[config.mk]
export PLATFORM = sky130hd
export DESIGN_NAME = lrc_frame_receiver_flat
export DESIGN_NICKNAME = d
export VERILOG_FILES = /design/src/rtl/lrc_pkg.sv /design/src/rtl/lrc_if.sv /design/src/rtl/lrc_frame_receiver.sv /design/src/rtl/lrc_cfg_regs.sv /design/src/rtl/lrc_parser.sv /design/src/flat_wrapper.sv
export SDC_FILE = /design/constraint.sdc
export NUM_CORES = 1
export LEC_CHECK = 0
export BUFFER_PORTS_ARGS = -buffer_cell sky130_fd_sc_hd__clkbuf_2
export CAP_MARGIN = 40
export CORE_ASPECT_RATIO = 1.75
export CORE_MARGIN = 5
export CORE_UTILIZATION = 60
export DETAILED_ROUTE_END_ITERATION = 10
export MAX_ROUTING_LAYER = met4
export PLACE_DENSITY_LB_ADDON = 0.1
export SKIP_LAST_GASP = 1
export SYNTH_ARGS = -nofsm -noshare
export SYNTH_HDL_FRONTEND = slang
export SYNTH_HIERARCHICAL = 1
export SYNTH_SLANG_ARGS = --single-unit
[constraint.sdc]
create_clock -name clk -period 3.5 [get_ports clk]
set_input_delay 0.35 -clock clk [delete_from_list [all_inputs] [get_ports clk]]
set_output_delay 0.35 -clock clk [all_outputs]
set_load 0.1 [all_outputs]
[src/rtl/lrc_pkg.sv]
package lrc_pkg;

  // Framing constants
  localparam int unsigned BUFFER_BYTES = 256;
  localparam int unsigned HEADER_BYTES = 6;
  localparam int unsigned MAX_PAYLOAD  = BUFFER_BYTES - HEADER_BYTES;
  localparam int unsigned CNT_W        = $clog2(MAX_PAYLOAD + 1);

  localparam logic [7:0]  STX_CODE      = 8'h02;
  localparam logic [15:0] LEN_BIAS      = 16'd2;
  localparam logic [15:0] MIN_INTERCHAR = 16'd1000;
  localparam logic [15:0] MAX_PAYLOAD_W = 16'(MAX_PAYLOAD);

  // Configuration register map
  localparam int unsigned CFG_IDX_W = 2;
  localparam logic [CFG_IDX_W-1:0] CFG_FRAME_TIMEOUT = 2'd0;
  localparam logic [CFG_IDX_W-1:0] CFG_INTERCHAR     = 2'd1;

  localparam logic [15:0] FRAME_TIMEOUT_RST = 16'd3000;
  localparam logic [15:0] INTERCHAR_RST     = 16'd1000;

  // Input beat kinds
  localparam logic ACT_BYTE = 1'b0;
  localparam logic ACT_TICK = 1'b1;

  typedef enum logic [2:0] {
    PH_HUNT = 3'd0,
    PH_PKT  = 3'd1,
    PH_LEN  = 3'd2,
    PH_CMD  = 3'd3,
    PH_DATA = 3'd4,
    PH_LRC  = 3'd5
  } phase_t;

  typedef enum logic [2:0] {
    EV_NONE    = 3'd0,
    EV_DATA    = 3'd1,
    EV_ACK     = 3'd2,
    EV_LRC_BAD = 3'd3,
    EV_LEN_BAD = 3'd4,
    EV_TIMEOUT = 3'd5
  } event_t;

  typedef struct packed {
    event_t      ev;
    logic [7:0]  payload_byte;
    logic [7:0]  payload_index;
    logic [7:0]  command;
    logic [15:0] packet_number;
    logic [7:0]  payload_length;
  } result_t;

endpackage

[src/rtl/lrc_if.sv]
// Input beat: received byte or millisecond tick
interface lrc_item_if;
  logic       valid;
  logic       ready;
  logic       action;
  logic [7:0] rx_byte;
  modport source(output valid, action, rx_byte, input ready);
  modport sink(input valid, action, rx_byte, output ready);
endinterface

// Result beat
interface lrc_result_if;
  logic        valid;
  logic        ready;
  logic [2:0]  event_res;
  logic [7:0]  payload_byte;
  logic [7:0]  payload_index;
  logic [7:0]  command;
  logic [15:0] packet_number;
  logic [7:0]  payload_length;
  modport source(output valid, event_res, payload_byte, payload_index, command,
                 packet_number, payload_length, input ready);
  modport sink(input valid, event_res, payload_byte, payload_index, command,
               packet_number, payload_length, output ready);
endinterface

// Configuration write channel
interface lrc_cfg_if;
  logic                          valid;
  logic                          ready;
  logic [lrc_pkg::CFG_IDX_W-1:0] index;
  logic [15:0]                   data;
  modport source(output valid, index, data, input ready);
  modport sink(input valid, index, data, output ready);
endinterface

[src/rtl/lrc_frame_receiver.sv]
// Channel   Dir  Beat
// items     in   action (byte or tick), rx_byte
// results   out  event_res, payload_byte, payload_index, command,
//                packet_number, payload_length
// cfg       in   index, data (frame_timeout, gap_timeout)
//
// One result beat per input beat; a new beat is taken every cycle while results are not stalled.
// Each beat passes the input register, then the parse step into the result register.
// rst is synchronous; it restores register defaults and the hunt for STX.
// A stalled result holds the result register; the input register fills, then ready drops.
module lrc_frame_receiver (
  input  logic         clk,
  input  logic         rst,
  lrc_item_if.sink     items,
  lrc_result_if.source results,
  lrc_cfg_if.sink      cfg
);

  logic              in_valid;
  logic              in_action;
  logic [7:0]        in_byte;
  logic              out_valid;
  lrc_pkg::result_t  out_data;
  lrc_pkg::result_t  step_result;
  logic              out_free;
  logic              advance;
  logic [15:0]       frame_timeout;
  logic [15:0]       gap_timeout;

  lrc_cfg_regs u_cfg (
    .clk           (clk),
    .rst           (rst),
    .cfg           (cfg),
    .frame_timeout (frame_timeout),
    .gap_timeout   (gap_timeout)
  );

  lrc_parser u_parser (
    .clk           (clk),
    .rst           (rst),
    .step          (advance),
    .action        (in_action),
    .rx_byte       (in_byte),
    .frame_timeout (frame_timeout),
    .gap_timeout   (gap_timeout),
    .result        (step_result)
  );

  // Flow control between the two register stages
  assign out_free    = !out_valid || results.ready;
  assign advance     = in_valid && out_free;
  assign items.ready = !in_valid || out_free;

  // Input register
  always_ff @(posedge clk) begin
    if (rst) begin
      in_valid <= 1'b0;
    end else if (items.ready) begin
      in_valid <= items.valid;
    end
  end

  always_ff @(posedge clk) begin
    if (items.ready && items.valid) begin
      in_action <= items.action;
      in_byte   <= items.rx_byte;
    end
  end

  // Result register
  always_ff @(posedge clk) begin
    if (rst) begin
      out_valid <= 1'b0;
    end else if (out_free) begin
      out_valid <= in_valid;
    end
  end

  always_ff @(posedge clk) begin
    if (advance) begin
      out_data <= step_result;
    end
  end

  assign results.valid          = out_valid;
  assign results.event_res      = out_data.ev;
  assign results.payload_byte   = out_data.payload_byte;
  assign results.payload_index  = out_data.payload_index;
  assign results.command        = out_data.command;
  assign results.packet_number  = out_data.packet_number;
  assign results.payload_length = out_data.payload_length;

endmodule

[src/rtl/lrc_cfg_regs.sv]
module lrc_cfg_regs (
  input  logic        clk,
  input  logic        rst,
  lrc_cfg_if.sink     cfg,
  output logic [15:0] frame_timeout,
  output logic [15:0] gap_timeout
);

  assign cfg.ready = 1'b1;

  // Register writes; unknown indexes are dropped
  always_ff @(posedge clk) begin
    if (rst) begin
      frame_timeout <= lrc_pkg::FRAME_TIMEOUT_RST;
      gap_timeout   <= lrc_pkg::INTERCHAR_RST;
    end else if (cfg.valid) begin
      case (cfg.index)
        lrc_pkg::CFG_FRAME_TIMEOUT: frame_timeout <= cfg.data;
        lrc_pkg::CFG_INTERCHAR:     gap_timeout   <= cfg.data;
        default: ;
      endcase
    end
  end

endmodule

[src/rtl/lrc_parser.sv]
module lrc_parser (
  input  logic              clk,
  input  logic              rst,
  input  logic              step,
  input  logic              action,
  input  logic [7:0]        rx_byte,
  input  logic [15:0]       frame_timeout,
  input  logic [15:0]       gap_timeout,
  output lrc_pkg::result_t  result
);

  lrc_pkg::phase_t phase, phase_next;
  logic                      field_byte_count, field_byte_count_next;
  logic [15:0]               length_word, length_word_next;
  logic [lrc_pkg::CNT_W-1:0] payload_count, payload_count_next;
  logic [7:0]                running_lrc, running_lrc_next;
  logic [7:0]                command_byte, command_byte_next;
  logic [15:0]               packet_word, packet_word_next;
  logic [15:0]               timeout_left, timeout_left_next;

  logic                      is_tick;
  logic                      timeout_hit;
  logic [15:0]               len_cur;
  logic [15:0]               len_shift;
  logic [15:0]               len_shift_payload;
  logic                      len_bad;
  logic [lrc_pkg::CNT_W:0]   count_inc;
  logic                      data_last;
  logic [15:0]               interchar_load;
  logic [15:0]               len_out;

  // Shared decode
  assign is_tick           = (action == lrc_pkg::ACT_TICK);
  assign timeout_hit       = (timeout_left <= 16'd1);
  assign len_cur           = length_word - lrc_pkg::LEN_BIAS;
  assign len_shift         = {length_word[7:0], rx_byte};
  assign len_shift_payload = len_shift - lrc_pkg::LEN_BIAS;
  assign len_bad           = (len_shift_payload > lrc_pkg::MAX_PAYLOAD_W);
  assign count_inc         = {1'b0, payload_count} + 1'b1;
  assign data_last         = (16'(count_inc) >= len_cur);
  assign interchar_load    = (gap_timeout < lrc_pkg::MIN_INTERCHAR)
                             ? lrc_pkg::MIN_INTERCHAR : gap_timeout;

  // Phase next state
  always_comb begin
    phase_next = phase;
    if (is_tick) begin
      if (timeout_hit) phase_next = lrc_pkg::PH_HUNT;
    end else begin
      case (phase)
        lrc_pkg::PH_HUNT: begin
          if (rx_byte == lrc_pkg::STX_CODE) phase_next = lrc_pkg::PH_PKT;
        end
        lrc_pkg::PH_PKT: begin
          if (field_byte_count) phase_next = lrc_pkg::PH_LEN;
        end
        lrc_pkg::PH_LEN: begin
          if (field_byte_count) phase_next = len_bad ? lrc_pkg::PH_HUNT : lrc_pkg::PH_CMD;
        end
        lrc_pkg::PH_CMD: begin
          phase_next = (len_cur == 16'd0) ? lrc_pkg::PH_LRC : lrc_pkg::PH_DATA;
        end
        lrc_pkg::PH_DATA: begin
          if (data_last) phase_next = lrc_pkg::PH_LRC;
        end
        default: phase_next = lrc_pkg::PH_HUNT;
      endcase
    end
  end

  // Field capture, check byte, countdown and result
  always_comb begin
    field_byte_count_next = field_byte_count;
    length_word_next      = length_word;
    payload_count_next    = payload_count;
    running_lrc_next      = running_lrc;
    command_byte_next     = command_byte;
    packet_word_next      = packet_word;
    timeout_left_next     = timeout_left;
    result.ev             = lrc_pkg::EV_NONE;
    result.payload_byte   = 8'd0;
    result.payload_index  = 8'd0;
    if (is_tick) begin
      if (timeout_hit) begin
        result.ev             = lrc_pkg::EV_TIMEOUT;
        field_byte_count_next = 1'b0;
        timeout_left_next     = frame_timeout;
      end else begin
        timeout_left_next = timeout_left - 16'd1;
      end
    end else begin
      timeout_left_next = interchar_load;
      case (phase)
        lrc_pkg::PH_HUNT: begin
          if (rx_byte == lrc_pkg::STX_CODE) begin
            running_lrc_next      = lrc_pkg::STX_CODE;
            packet_word_next      = 16'd0;
            length_word_next      = 16'd0;
            command_byte_next     = 8'd0;
            payload_count_next    = '0;
            field_byte_count_next = 1'b0;
          end
        end
        lrc_pkg::PH_PKT: begin
          running_lrc_next      = running_lrc ^ rx_byte;
          packet_word_next      = {packet_word[7:0], rx_byte};
          field_byte_count_next = ~field_byte_count;
        end
        lrc_pkg::PH_LEN: begin
          running_lrc_next      = running_lrc ^ rx_byte;
          length_word_next      = len_shift;
          field_byte_count_next = ~field_byte_count;
          if (field_byte_count) begin
            if (len_bad) begin
              result.ev         = lrc_pkg::EV_LEN_BAD;
              timeout_left_next = frame_timeout;
            end else begin
              payload_count_next = '0;
            end
          end
        end
        lrc_pkg::PH_CMD: begin
          running_lrc_next  = running_lrc ^ rx_byte;
          command_byte_next = rx_byte;
        end
        lrc_pkg::PH_DATA: begin
          running_lrc_next     = running_lrc ^ rx_byte;
          result.ev            = lrc_pkg::EV_DATA;
          result.payload_byte  = rx_byte;
          result.payload_index = 8'(payload_count);
          payload_count_next   = count_inc[lrc_pkg::CNT_W-1:0];
        end
        lrc_pkg::PH_LRC: begin
          result.ev             = (rx_byte == running_lrc) ? lrc_pkg::EV_ACK
                                                           : lrc_pkg::EV_LRC_BAD;
          field_byte_count_next = 1'b0;
          timeout_left_next     = frame_timeout;
        end
        default: begin
          field_byte_count_next = 1'b0;
          timeout_left_next     = frame_timeout;
        end
      endcase
    end
    // Latched frame fields as they stand after this beat
    len_out               = length_word_next - lrc_pkg::LEN_BIAS;
    result.command        = command_byte_next;
    result.packet_number  = packet_word_next;
    result.payload_length = len_out[7:0];
  end

  always_ff @(posedge clk) begin
    if (rst) begin
      phase            <= lrc_pkg::PH_HUNT;
      field_byte_count <= 1'b0;
      length_word      <= 16'd0;
      payload_count    <= '0;
      running_lrc      <= 8'd0;
      command_byte     <= 8'd0;
      packet_word      <= 16'd0;
      timeout_left     <= lrc_pkg::FRAME_TIMEOUT_RST;
    end else if (step) begin
      phase            <= phase_next;
      field_byte_count <= field_byte_count_next;
      length_word      <= length_word_next;
      payload_count    <= payload_count_next;
      running_lrc      <= running_lrc_next;
      command_byte     <= command_byte_next;
      packet_word      <= packet_word_next;
      timeout_left     <= timeout_left_next;
    end
  end

endmodule

[src/flat_wrapper.sv]
// flat-port wrapper written by rule: the top's interface ports become plain ports
module lrc_frame_receiver_flat 
  (clk, rst, items_valid, items_action, items_rx_byte, items_ready, results_valid, results_event_res, results_payload_byte, results_payload_index, results_command, results_packet_number, results_payload_length, results_ready, cfg_valid, cfg_index, cfg_data, cfg_ready);
  lrc_item_if items_i ();
  lrc_result_if results_i ();
  lrc_cfg_if cfg_i ();
  input  logic clk;
  input  logic rst;
  input wire logic [$bits(items_i.valid)-1:0] items_valid;
  input wire logic [$bits(items_i.action)-1:0] items_action;
  input wire logic [$bits(items_i.rx_byte)-1:0] items_rx_byte;
  output wire logic [$bits(items_i.ready)-1:0] items_ready;
  output wire logic [$bits(results_i.valid)-1:0] results_valid;
  output wire logic [$bits(results_i.event_res)-1:0] results_event_res;
  output wire logic [$bits(results_i.payload_byte)-1:0] results_payload_byte;
  output wire logic [$bits(results_i.payload_index)-1:0] results_payload_index;
  output wire logic [$bits(results_i.command)-1:0] results_command;
  output wire logic [$bits(results_i.packet_number)-1:0] results_packet_number;
  output wire logic [$bits(results_i.payload_length)-1:0] results_payload_length;
  input wire logic [$bits(results_i.ready)-1:0] results_ready;
  input wire logic [$bits(cfg_i.valid)-1:0] cfg_valid;
  input wire logic [$bits(cfg_i.index)-1:0] cfg_index;
  input wire logic [$bits(cfg_i.data)-1:0] cfg_data;
  output wire logic [$bits(cfg_i.ready)-1:0] cfg_ready;
  assign items_i.valid = items_valid;
  assign items_i.action = items_action;
  assign items_i.rx_byte = items_rx_byte;
  assign items_ready = items_i.ready;
  assign results_valid = results_i.valid;
  assign results_event_res = results_i.event_res;
  assign results_payload_byte = results_i.payload_byte;
  assign results_payload_index = results_i.payload_index;
  assign results_command = results_i.command;
  assign results_packet_number = results_i.packet_number;
  assign results_payload_length = results_i.payload_length;
  assign results_i.ready = results_ready;
  assign cfg_i.valid = cfg_valid;
  assign cfg_i.index = cfg_index;
  assign cfg_i.data = cfg_data;
  assign cfg_ready = cfg_i.ready;
  lrc_frame_receiver u_core (.clk(clk), .rst(rst), .items(items_i), .results(results_i), .cfg(cfg_i));
endmodule
After elaboration in Yosys (flattened, before gate mapping). Cells that the tools add are included.

Add/subtract/negate cells: 5. Magnitude comparators: 4. Eq/ne operators: 17. Mux-type cells: 40. Bitwise operators: 4. Reduce and logical (&&, ||, !) cells: 22.

Operator list (count): 16-bit two-way mux (9); 16-bit case mux with 2 select lines (3); 8-bit two-way mux (6); 8-bit case mux with 2 select lines (2); 16-bit by 2-bit subtractor with 16-bit output, second input constant (2); 3-bit two-way mux (10); 8-bit case mux with 3 select lines (1); 9-bit by 16-bit >= comparator with 1-bit output (1); 16-bit by 8-bit greater-than comparator with 1-bit output, second input constant (1); 16-bit by 1-bit less-or-equal comparator with 1-bit output, second input constant (1); 16-bit zero test (1); 16-bit by 10-bit < comparator with 1-bit output, second input constant (1); 16-bit by 1-bit subtractor with 16-bit output, second input constant (1); 3-bit case mux with 5 select lines (1); 3-bit by 2-bit != test with 1-bit output, second input constant (4); 6-bit AND reduction (2); 8-bit by 1-bit adder with 9-bit output, second input constant (1); 3-bit case mux with 3 select lines (1); 8-bit by 2-bit == test with 1-bit output, second input constant (1); 8-bit == test (1); 2-bit != test, second input constant (4); 4-bit AND reduction (2); 4-bit OR reduction (2); 8-bit by 2-bit subtractor with 8-bit output, second input constant (1); other kinds (19) (33).

Bits in registers: 170. Input bits: 32. Output and inout bits: 54. Word-level logic and storage cells: 112.

Logic depth before layout (Yosys ltp). Gate-level depths: netlist of the first run.

Depth in word-level cells: 6. Depth in mapped cells: 12. Mapped depth without buffers: 11.

Modules after synthesis. The synthesis of the first run kept the hierarchy.

Modules (own cells, without submodules): lrc_parser (times used 1, cells an instance 737, area an instance 5531.6 µm²); lrc_frame_receiver (times used 1, cells an instance 70, area an instance 1905.6 µm²); lrc_cfg_regs (times used 1, cells an instance 130, area an instance 1328.8 µm²).

Least setup slack after synthesis of the first run. OpenSTA, ideal clock, no wires.

Path type: reg2reg. Start: register u_core.out_valid (netlist: u_core/results.valid). End: register u_core.u_parser.timeout_left[3]. Library setup time: 127 ps. Arrival: 3032 ps. Path slack: 342 ps. Cell stages (with the launch flop): 11. Buffers on the path: 2. Clock period less this slack: 3158 ps. Cell sequence: dfxtp_1 -> nand2b_1 -> and2_2 -> clkbuf_1 -> nand2_1 -> or2_2 -> clkbuf_1 -> a21oi_1 -> a21oi_1 -> o22ai_1 -> a21oi_1.

Cells in the longest elaborated chain, start to end: 3.

Ends and longest elaborated chain: start, declared (RTL line lrc_frame_receiver.sv:22) `logic out_valid;`; start signal, assigned (RTL line lrc_frame_receiver.sv:75) `out_valid <= in_valid;`; 1-bit zero test (RTL line lrc_frame_receiver.sv:50) `assign out_free = !out_valid || results.ready;`; 1-bit logical OR (RTL line lrc_frame_receiver.sv:50); 1-bit logical AND (RTL line lrc_frame_receiver.sv:51) `assign advance = in_valid && out_free;`; net u_core.advance (RTL line lrc_frame_receiver.sv:26) `logic advance;`; end signal, assigned (RTL line lrc_parser.sv:161) `timeout_left <= lrc_pkg::FRAME_TIMEOUT_RST;`; end signal, assigned (RTL line lrc_parser.sv:170) `timeout_left <= timeout_left_next;`; end, declared (RTL line lrc_parser.sv:19) `logic [15:0] timeout_left, timeout_left_next;`.

The timed path passes the listed nets, and every way through them passes these cells. A chain may end at the register's enable or synchronous reset.

Final worst setup path of the first run.
Start: register u_core.in_byte[7]. End: register u_core.u_parser.timeout_left[13].

Cells in the longest elaborated chain, start to end: 6.

Ends and longest elaborated chain: start, declared (RTL line lrc_frame_receiver.sv:21) `logic [7:0] in_byte;`; start signal, assigned (RTL line lrc_frame_receiver.sv:66) `in_byte <= items.rx_byte;`; 16-bit by 2-bit subtractor with 16-bit output (RTL line lrc_parser.sv:37) `assign len_shift_payload = len_shift - lrc_pkg::LEN_BIAS;`; 16-bit by 8-bit greater-than comparator with 1-bit output (RTL line lrc_parser.sv:38) `assign len_bad = (len_shift_payload > lrc_pkg::MAX_PAYLOAD_W);`; 16-bit two-way mux (RTL line lrc_parser.sv:114) `if (len_bad) begin`; 16-bit two-way mux (RTL line lrc_parser.sv:113) `if (field_byte_count) begin`; 16-bit case mux with 2 select lines (RTL line lrc_parser.sv:93) `case (phase)`; 16-bit two-way mux (RTL line lrc_parser.sv:83) `if (is_tick) begin`.

No other way between the ends.

==> flow_summary.ini, run 1 <==
[critical_path]
cp-end-kind = flop
critPathMaxFanout = 18
start_kind = flop
cp.arrival_ns = 3.59
r2r_slack_ns = 0.23
worstSetupPathType = flop to flop
r2r_end = u_core/u_parser/timeout_left[13]
rr_startpoint = u_core/in_byte[7]
ff2ff_path_depth = 7
cp.required_ns = 3.82

[die]
fp.coreArea_sq_um = 14370
fp-row-count = 58
die_area_sq_um = 17220
start_util = 0.6101
die_y_um = 169.9
die_x_um = 101.4
ios = 86

[placement]
port_buffers = 84
place_congestion = 0.9755
hpwl_um = 15750
dp.cells = 1166

[synthesis]
synth.yosys.warnings = 6
synth.avg_cell_area_sq_um = 9.355
synth-edff-count = 60
ys_async_sr_fraction = 0
synth_ff_type = dfxtp_1
synth_nets = 985
synth-seq-cells = 170
synth_area_sq_um = 8766
synth.distinct_cells = 74
netlist_instances = 937
ys_seq_area_frac = 0.4568

[timing]
period_share = 0.9356
slew_violations = 0
fin_worst_skew_ns = 0.01027
tightest_slew_ns = 0.7310
setup_tns_ns = 0
setup_viol = 0
grt_setup_unrepaired = false
period_needed_ns = 3.275
hold_violations = 0
clock.fmax_mhz = 305.4
max-slew-margin-rel = 0.5112

[detailed_routing]
drt-initial-drc-count = 562
viasPerCell = 6.220
ant_nets = 0
routed-via-count = 7452
drc = 0
drtPass1Iterations = 5
avgRoutedWirePerCell_um = 18.61
wl_um = 22290

[min_path]
min_path_type = input pin to flop
hold_depth = 1
hp-start = items_rx_byte[0]
min_to = u_core/in_byte[0]

[global_routing]
grt_pass1_wl_um = 35970
grt-ovfl-total = 0
grt_max_degree = 72
track_usage = 0.2711
grt_pass1_vias = 7083
antenna_found_initial = 0

[clocking]
cts_sinks = 170
cts_tree = yes
cts_inserted_buffers = 17
clock_tree.root_cell = clkbuf_16
postCtsHoldBufs = 0
cts_buffer_depth = 2
path_clk_slew_ns = 0.08
post_cts_buffers = 0
postCtsResizedCells = 0
insertion_delay_ns = 0.42
htreeDepth = 4

[pwr]
power_density_nw_per_um2 = 453.3
max-vdd-ir-drop_mv = 0.3981
cellLeakagePower_nw = 3.824

[run]
drv_cap = 0

[final_layout]
nFillCells = 1187
drive_gt1_frac = 0.1640
final_cell_mix = nor2_1 (122), dfxtp_1 (110), clkbuf_2 (83), edfxtp_1 (60), mux2i_1 (44)
area_delta_synth_final_pct = 13.67
final_nets = 1053
final_common_cell = nor2_1
fin_cells = 1198
diodes = 0

[run_status]
status = finished clean
==> Yosys cell counts, drive strengths merged (10+ instances only) <==
master  instances  area [sq um]
a211oi         11         82.58
a21oi          43         219.0
a22o           32         280.3
a22oi          21         157.7
a31oi          10         62.56
and2           19         122.6
buf            14         97.58
clkbuf         51         191.4
dfxtp         110          2202
edfxtp         60          1802
ha             16         200.2
inv            22         82.58
mux2i          44         440.4
nand2          43         161.4
nand2b         40         250.2
nand3          28         140.1
nand3b         11         95.09
nor2          122         457.9
nor3           36         180.2
nor4           12         75.07
o21ai          35         186.4
or3            11         68.82
xnor2          24         210.2
==> sequential cells by signal, indices dropped and copies added, names as in the netlist <==
signal,count
u_core/u_parser/field_byte_count,1
u_core/u_parser/timeout_left,16
u_core/in_valid,1
u_core/u_parser/length_word,16
u_core/u_parser/phase,3
u_core/results.packet_number,16
u_core/u_parser/command_byte,8
u_core/results.command,8
u_core/u_parser/packet_word,16
u_core/u_parser/payload_count,8
u_core/results.payload_byte,8
u_core/results.payload_length,8
u_core/results.valid,1
u_core/results.event_res,3
u_core/results.payload_index,8
u_core/in_byte,8
u_core/in_action,1
u_core/u_parser/running_lrc,8
u_core/u_cfg/frame_timeout,16
u_core/u_cfg/gap_timeout,16
==> worst max-delay path: stages (launching register included) <==
cell and delay, ns:
edfxtp_1 0.49, or4_4 0.53, o32ai_1 0.35, xor2_1 0.14
or4b_1 0.67, o21ai_4 0.53, nand3_1 0.16, a311oi_1 0.31
==> through the flow <==
stage,hold slack [ns],utilization,setup slack (ns),cell area [sq um],power [mW]
2_1_floorplan,0.4124,-,0.3416,8766,2.545
3_3_place_gp,0.4653,0.6503,0.3920,9344,2.657
3_5_place_dp,0.4722,0.6513,0.3170,9359,2.664
4_1_cts,0.08335,0.6935,0.2514,9965,4.546
5_1_grt,0.07655,0.6935,0.08592,9965,4.670
6_report,0.09532,0.6935,0.2255,9965,4.517
==> worst max-delay path by stage <==
stage / startpoint / endpoint / slack (ns) / cells after the start
floorplan: u_core/results.valid / u_core/u_parser/timeout_left[3] / 0.34 / 10
global placement: u_core/in_byte[6] / u_core/u_parser/timeout_left[8] / 0.39 / 7
detailed placement: u_core/in_byte[7] / u_core/u_parser/timeout_left[8] / 0.32 / 7
CTS: u_core/in_byte[7] / u_core/u_parser/timeout_left[13] / 0.25 / 7
global route: u_core/in_byte[2] / u_core/u_parser/timeout_left[13] / 0.09 / 9
finish: u_core/in_byte[7] / u_core/u_parser/timeout_left[13] / 0.23 / 7
==> per-layer routing <==
layer / GRT usage / vias to the layer above / routed length (um)
met5: - / - / 0
met1: 0.3014 / 3504 / 8251
met3: 0.04020 / 94 / 1188
met4: 0.1493 / 0 / 1255
met2: 0.4590 / 289 / 11600
li1: - / 3565 / -
==> cell type report <==
class / count / area, sq um / share of cell area
clock buffers: 17 / 425.4 / 0.04269
clock inverters: 15 / 180.2 / 0.01808
inverters: 22 / 82.58 / 0.008287
multi-input cells: 680 / 4392 / 0.4407
flip-flops and latches: 170 / 4004 / 0.4018
well taps: 180 / 225.2 / 0.02260
repair buffers: 114 / 655.6 / 0.06580
==> logic make-up after synthesis <==
family / after synthesis / share of synthesized area
DFF: 170 / 0.4568
other: 1 / 0.0004278
xor gates and xnor gates: 31 / 0.03097
buffers and inverters: 87 / 0.04239
adders and majority gates: 16 / 0.02284
and+or+nand+nor: 382 / 0.2284
AOI/OAI and AO/OA: 205 / 0.1667
muxes: 45 / 0.05153
==> power breakdown <==
group          switching (mW)  total [mW]  internal (mW)
sequential             0.0447        2.15           2.10
combinational           0.354       0.476          0.123
clock                   0.873        1.90           1.02
(Power assumes the default switching activity.)
==> inputs of run 2 (changes only) <==
--- a/config.mk
+++ b/config.mk
@@ -5,6 +5,7 @@
 export SDC_FILE = /design/constraint.sdc
 export NUM_CORES = 1
 export LEC_CHECK = 0
+export ABC_AREA = 1
 export BUFFER_PORTS_ARGS = -buffer_cell sky130_fd_sc_hd__clkbuf_2
 export CAP_MARGIN = 40
 export CORE_ASPECT_RATIO = 1.75
==> run 2 against run 1 <==
Non-clock buffer count is 17 lower; cell count is 20% higher; count of clock-buffer cells in the layout stayed put; first-iteration DRC count is 10% lower; clock power is 3% lower; die area is 1.3% higher; combinational power is 27% higher; routed wire length is 3.9% higher; maximum frequency is 15% higher; design area hardly changed; setup slack better by 0.43 ns; largest power group unchanged; highest routed layer unchanged.
==> flow_summary.ini, run 2 <==
[placement]
port_buffers = 84
place_congestion = 0.9857
hpwl_um = 16930

[global_routing]
grt_pass1_vias = 7603
antenna_found_initial = 0
track_usage = 0.2769
grt_pass1_wl_um = 36650
grt_max_degree = 65
grt-ovfl-total = 0

[critical_path]
worstPathBufferInverterCount = 2
crit_path_end = u_core/u_parser/phase[0]
cp.depth = 18
crit_family = simple AND/OR/NAND/NOR gates
crit_path_start = u_core/u_parser/length_word[1]
ff2ff_path_depth = 18
start_kind = flop
r2r_slack_ns = 0.66
cp.required_ns = 3.84
slowest_stage = dfxtp_1
r2r_end = u_core/u_parser/phase[0]
slowest_delay_ns = 0.43
rr_startpoint = u_core/u_parser/length_word[1]
cp.arrival_ns = 3.18
crit_top_cell = nand2_1
path_cells = inv_1, ha_1, nand3_1, xor2_1, inv_1, ha_1, nand2_1, nor2_1, nand2_1, nand2_1, nand2_1, nand2_1, nand2_1, o21ai_1, nand2_1, nor2_1, nand2_1, a21oi_1
worstSetupPathType = flop to flop
cp-end-kind = flop
critPathMaxFanout = 6

[clocking]
postCtsHoldBufs = 0
cts_sinks = 170
postCtsResizedCells = 0
htreeDepth = 4
cts_inserted_buffers = 17
path_clk_slew_ns = 0.08
insertion_delay_ns = 0.43
post_cts_buffers = 0
cts_buffer_depth = 2
cts_tree = yes
clock_tree.root_cell = clkbuf_16

[final_layout]
final_nets = 1287
area_delta_synth_final_pct = 12.19
final_common_cell = nand2_1
diodes = 0
final_cell_mix = nand2_1 (249), inv_1 (164), nor2_1 (125), dfxtp_1 (110), a21oi_1 (105)
drive_gt1_frac = 0.1326

[pwr]
power_density_nw_per_um2 = 465.0
p_comb_frac = 0.130
internal_power_mw = 3.226
p_seq_frac = 0.472
cellLeakagePower_nw = 4.498
swShare = 0.3041
p_clk_frac = 0.398
p_sw_mw = 1.410
max-vdd-ir-drop_mv = 0.3616

[synthesis]
yosysMostFrequentCell = nand2_1
ys_async_sr_fraction = 0
synth-seq-cells = 170
synth_nets = 1221
synth.yosys.warnings = 6
yosys-top-cells-count = nand2_1 (249), inv_1 (164), nor2_1 (125)
synth_ff_type = dfxtp_1
synth.distinct_cells = 48
synth_area_sq_um = 8887
netlist_instances = 1173
synth-edff-count = 60
synth.area.top_cells = dfxtp_1 (25%), edfxtp_1 (20%), nand2_1 (11%)
synth.avg_cell_area_sq_um = 7.577
ys_seq_area_frac = 0.4505
yosysTopAreaCellShare = 0.2478
yosysTopAreaCell = dfxtp_1

[timing]
setup_tns_ns = 0
hold_violations = 0
grt_setup_unrepaired = false
period_share = 0.8115
fin_worst_skew_ns = 0.01333
max-slew-margin-rel = 0.4875
slew_violations = 0
hold_slack_ns = 0.09629
tightest_slew_ns = 0.7687
setup_viol = 0
clock.fmax_mhz = 352.1
period_needed_ns = 2.840

[detailed_routing]
drt-initial-drc-count = 505
drc = 0
viasPerCell = 5.529
ant_nets = 0
routed-via-count = 7934
avgRoutedWirePerCell_um = 16.14
wl_um = 23160
drtPass1Iterations = 6

[die]
fp-row-count = 59
fp.coreArea_sq_um = 14690
die_y_um = 171
start_util = 0.6050
die_x_um = 102
ios = 86
die_area_sq_um = 17440

[run]
drv_cap = 0

[min_path]
min_path_type = input pin to flop

[run_status]
status = finished clean
## run 2: cell count changes in the layout (fill, tap and decap cells not counted), sizes merged, moves of 40 or more
cell / previous run / this run
mux2i: 44 / 0
nand3: 28 / 75
nand2b: 40 / 0
nand2: 43 / 255
inv: 28 / 173
a21oi: 43 / 107
## run 2: cell families after synthesis
| logic type | Yosys count | synth area share |
|---|---|---|
| AND/OR/NAND/NOR | 519 | 0.2555 |
| buffers and inverters | 219 | 0.1009 |
| AO/OA/AOI/OAI | 214 | 0.1366 |
| flip-flops | 170 | 0.4505 |
| XOR/XNOR | 34 | 0.03351 |
| adder cells (fa/ha/maj) | 16 | 0.02253 |
| other | 1 | 0.0004220 |
## run 2: power by group through the flow
stage          clock (mW)  combinational [mW]  sequential, mW
2_1_floorplan           0               0.302            2.39
3_3_place_gp            0               0.590            2.23
3_5_place_dp            0               0.597            2.23
4_1_cts              1.87               0.602            2.19
5_1_grt              1.96               0.658            2.20
6_report             1.84               0.605            2.19
## run 2: per-stage QoR
| stage | utilization | total power [mW] | cells | instance area, sq um | setup WS (ns) |
|---|---|---|---|---|---|
| CTS | 0.6787 | 4.661 | 1435 | 9971 | 0.6882 |
| detailed placement | 0.6393 | 2.829 | 1403 | 9392 | 0.7258 |
| global placement | 0.6383 | 2.819 | 1402 | 9376 | 0.7842 |
| finish | 0.6787 | 4.636 | 1435 | 9971 | 0.6596 |
| global route | 0.6787 | 4.817 | 1435 | 9971 | 0.4102 |
| floorplan | - | 2.692 | 1173 | 8899 | 0.3520 |
## run 2: how the worst min path moves through the flow
| stage | from | end | cells after the start |
|---|---|---|---|
| 6_report | items_rx_byte[6] | u_core/in_byte[6] | 1 |
| 5_1_grt | items_rx_byte[0] | u_core/in_byte[0] | 1 |
| 4_1_cts | items_rx_byte[6] | u_core/in_byte[6] | 1 |
| 3_5_place_dp | u_core/u_cfg/gap_timeout[5] | u_core/u_cfg/gap_timeout[5] | 2 |
| 3_3_place_gp | u_core/u_cfg/gap_timeout[5] | u_core/u_cfg/gap_timeout[5] | 2 |
| 2_1_floorplan | rst | u_core/in_valid | 1 |
## run 2: cell type report
cell class,count,area (sq um)
Multi-Input combinational cell,784,3998
Timing Repair Buffer,97,525.5
Sequential cell,170,4004
Tap cell,183,229.0
Inverter,169,635.6
Clock inverter,15,153.9
Fill cell,1325,4720
Clock buffer,17,425.4
## run 2: per-layer routing
metal,track usage,share of wire
met2,0.5123,0.54
met5,-,0
met3,0.03590,0.046
met4,0.1496,0.053
met1,0.2723,0.36
## run 2: worst reg2reg max path, cell delays in order (launching register included)
cell and delay [ns]:
dfxtp_1 0.43, inv_1 0.16, ha_1 0.29, nand3_1 0.21
xor2_1 0.17, inv_1 0.07, ha_1 0.29, nand2_1 0.07
nor2_1 0.10, nand2_1 0.06, nand2_1 0.06, nand2_1 0.04
nand2_1 0.07, nand2_1 0.05, o21ai_1 0.17, nand2_1 0.15
nor2_1 0.15, nand2_1 0.07, a21oi_1 0.13
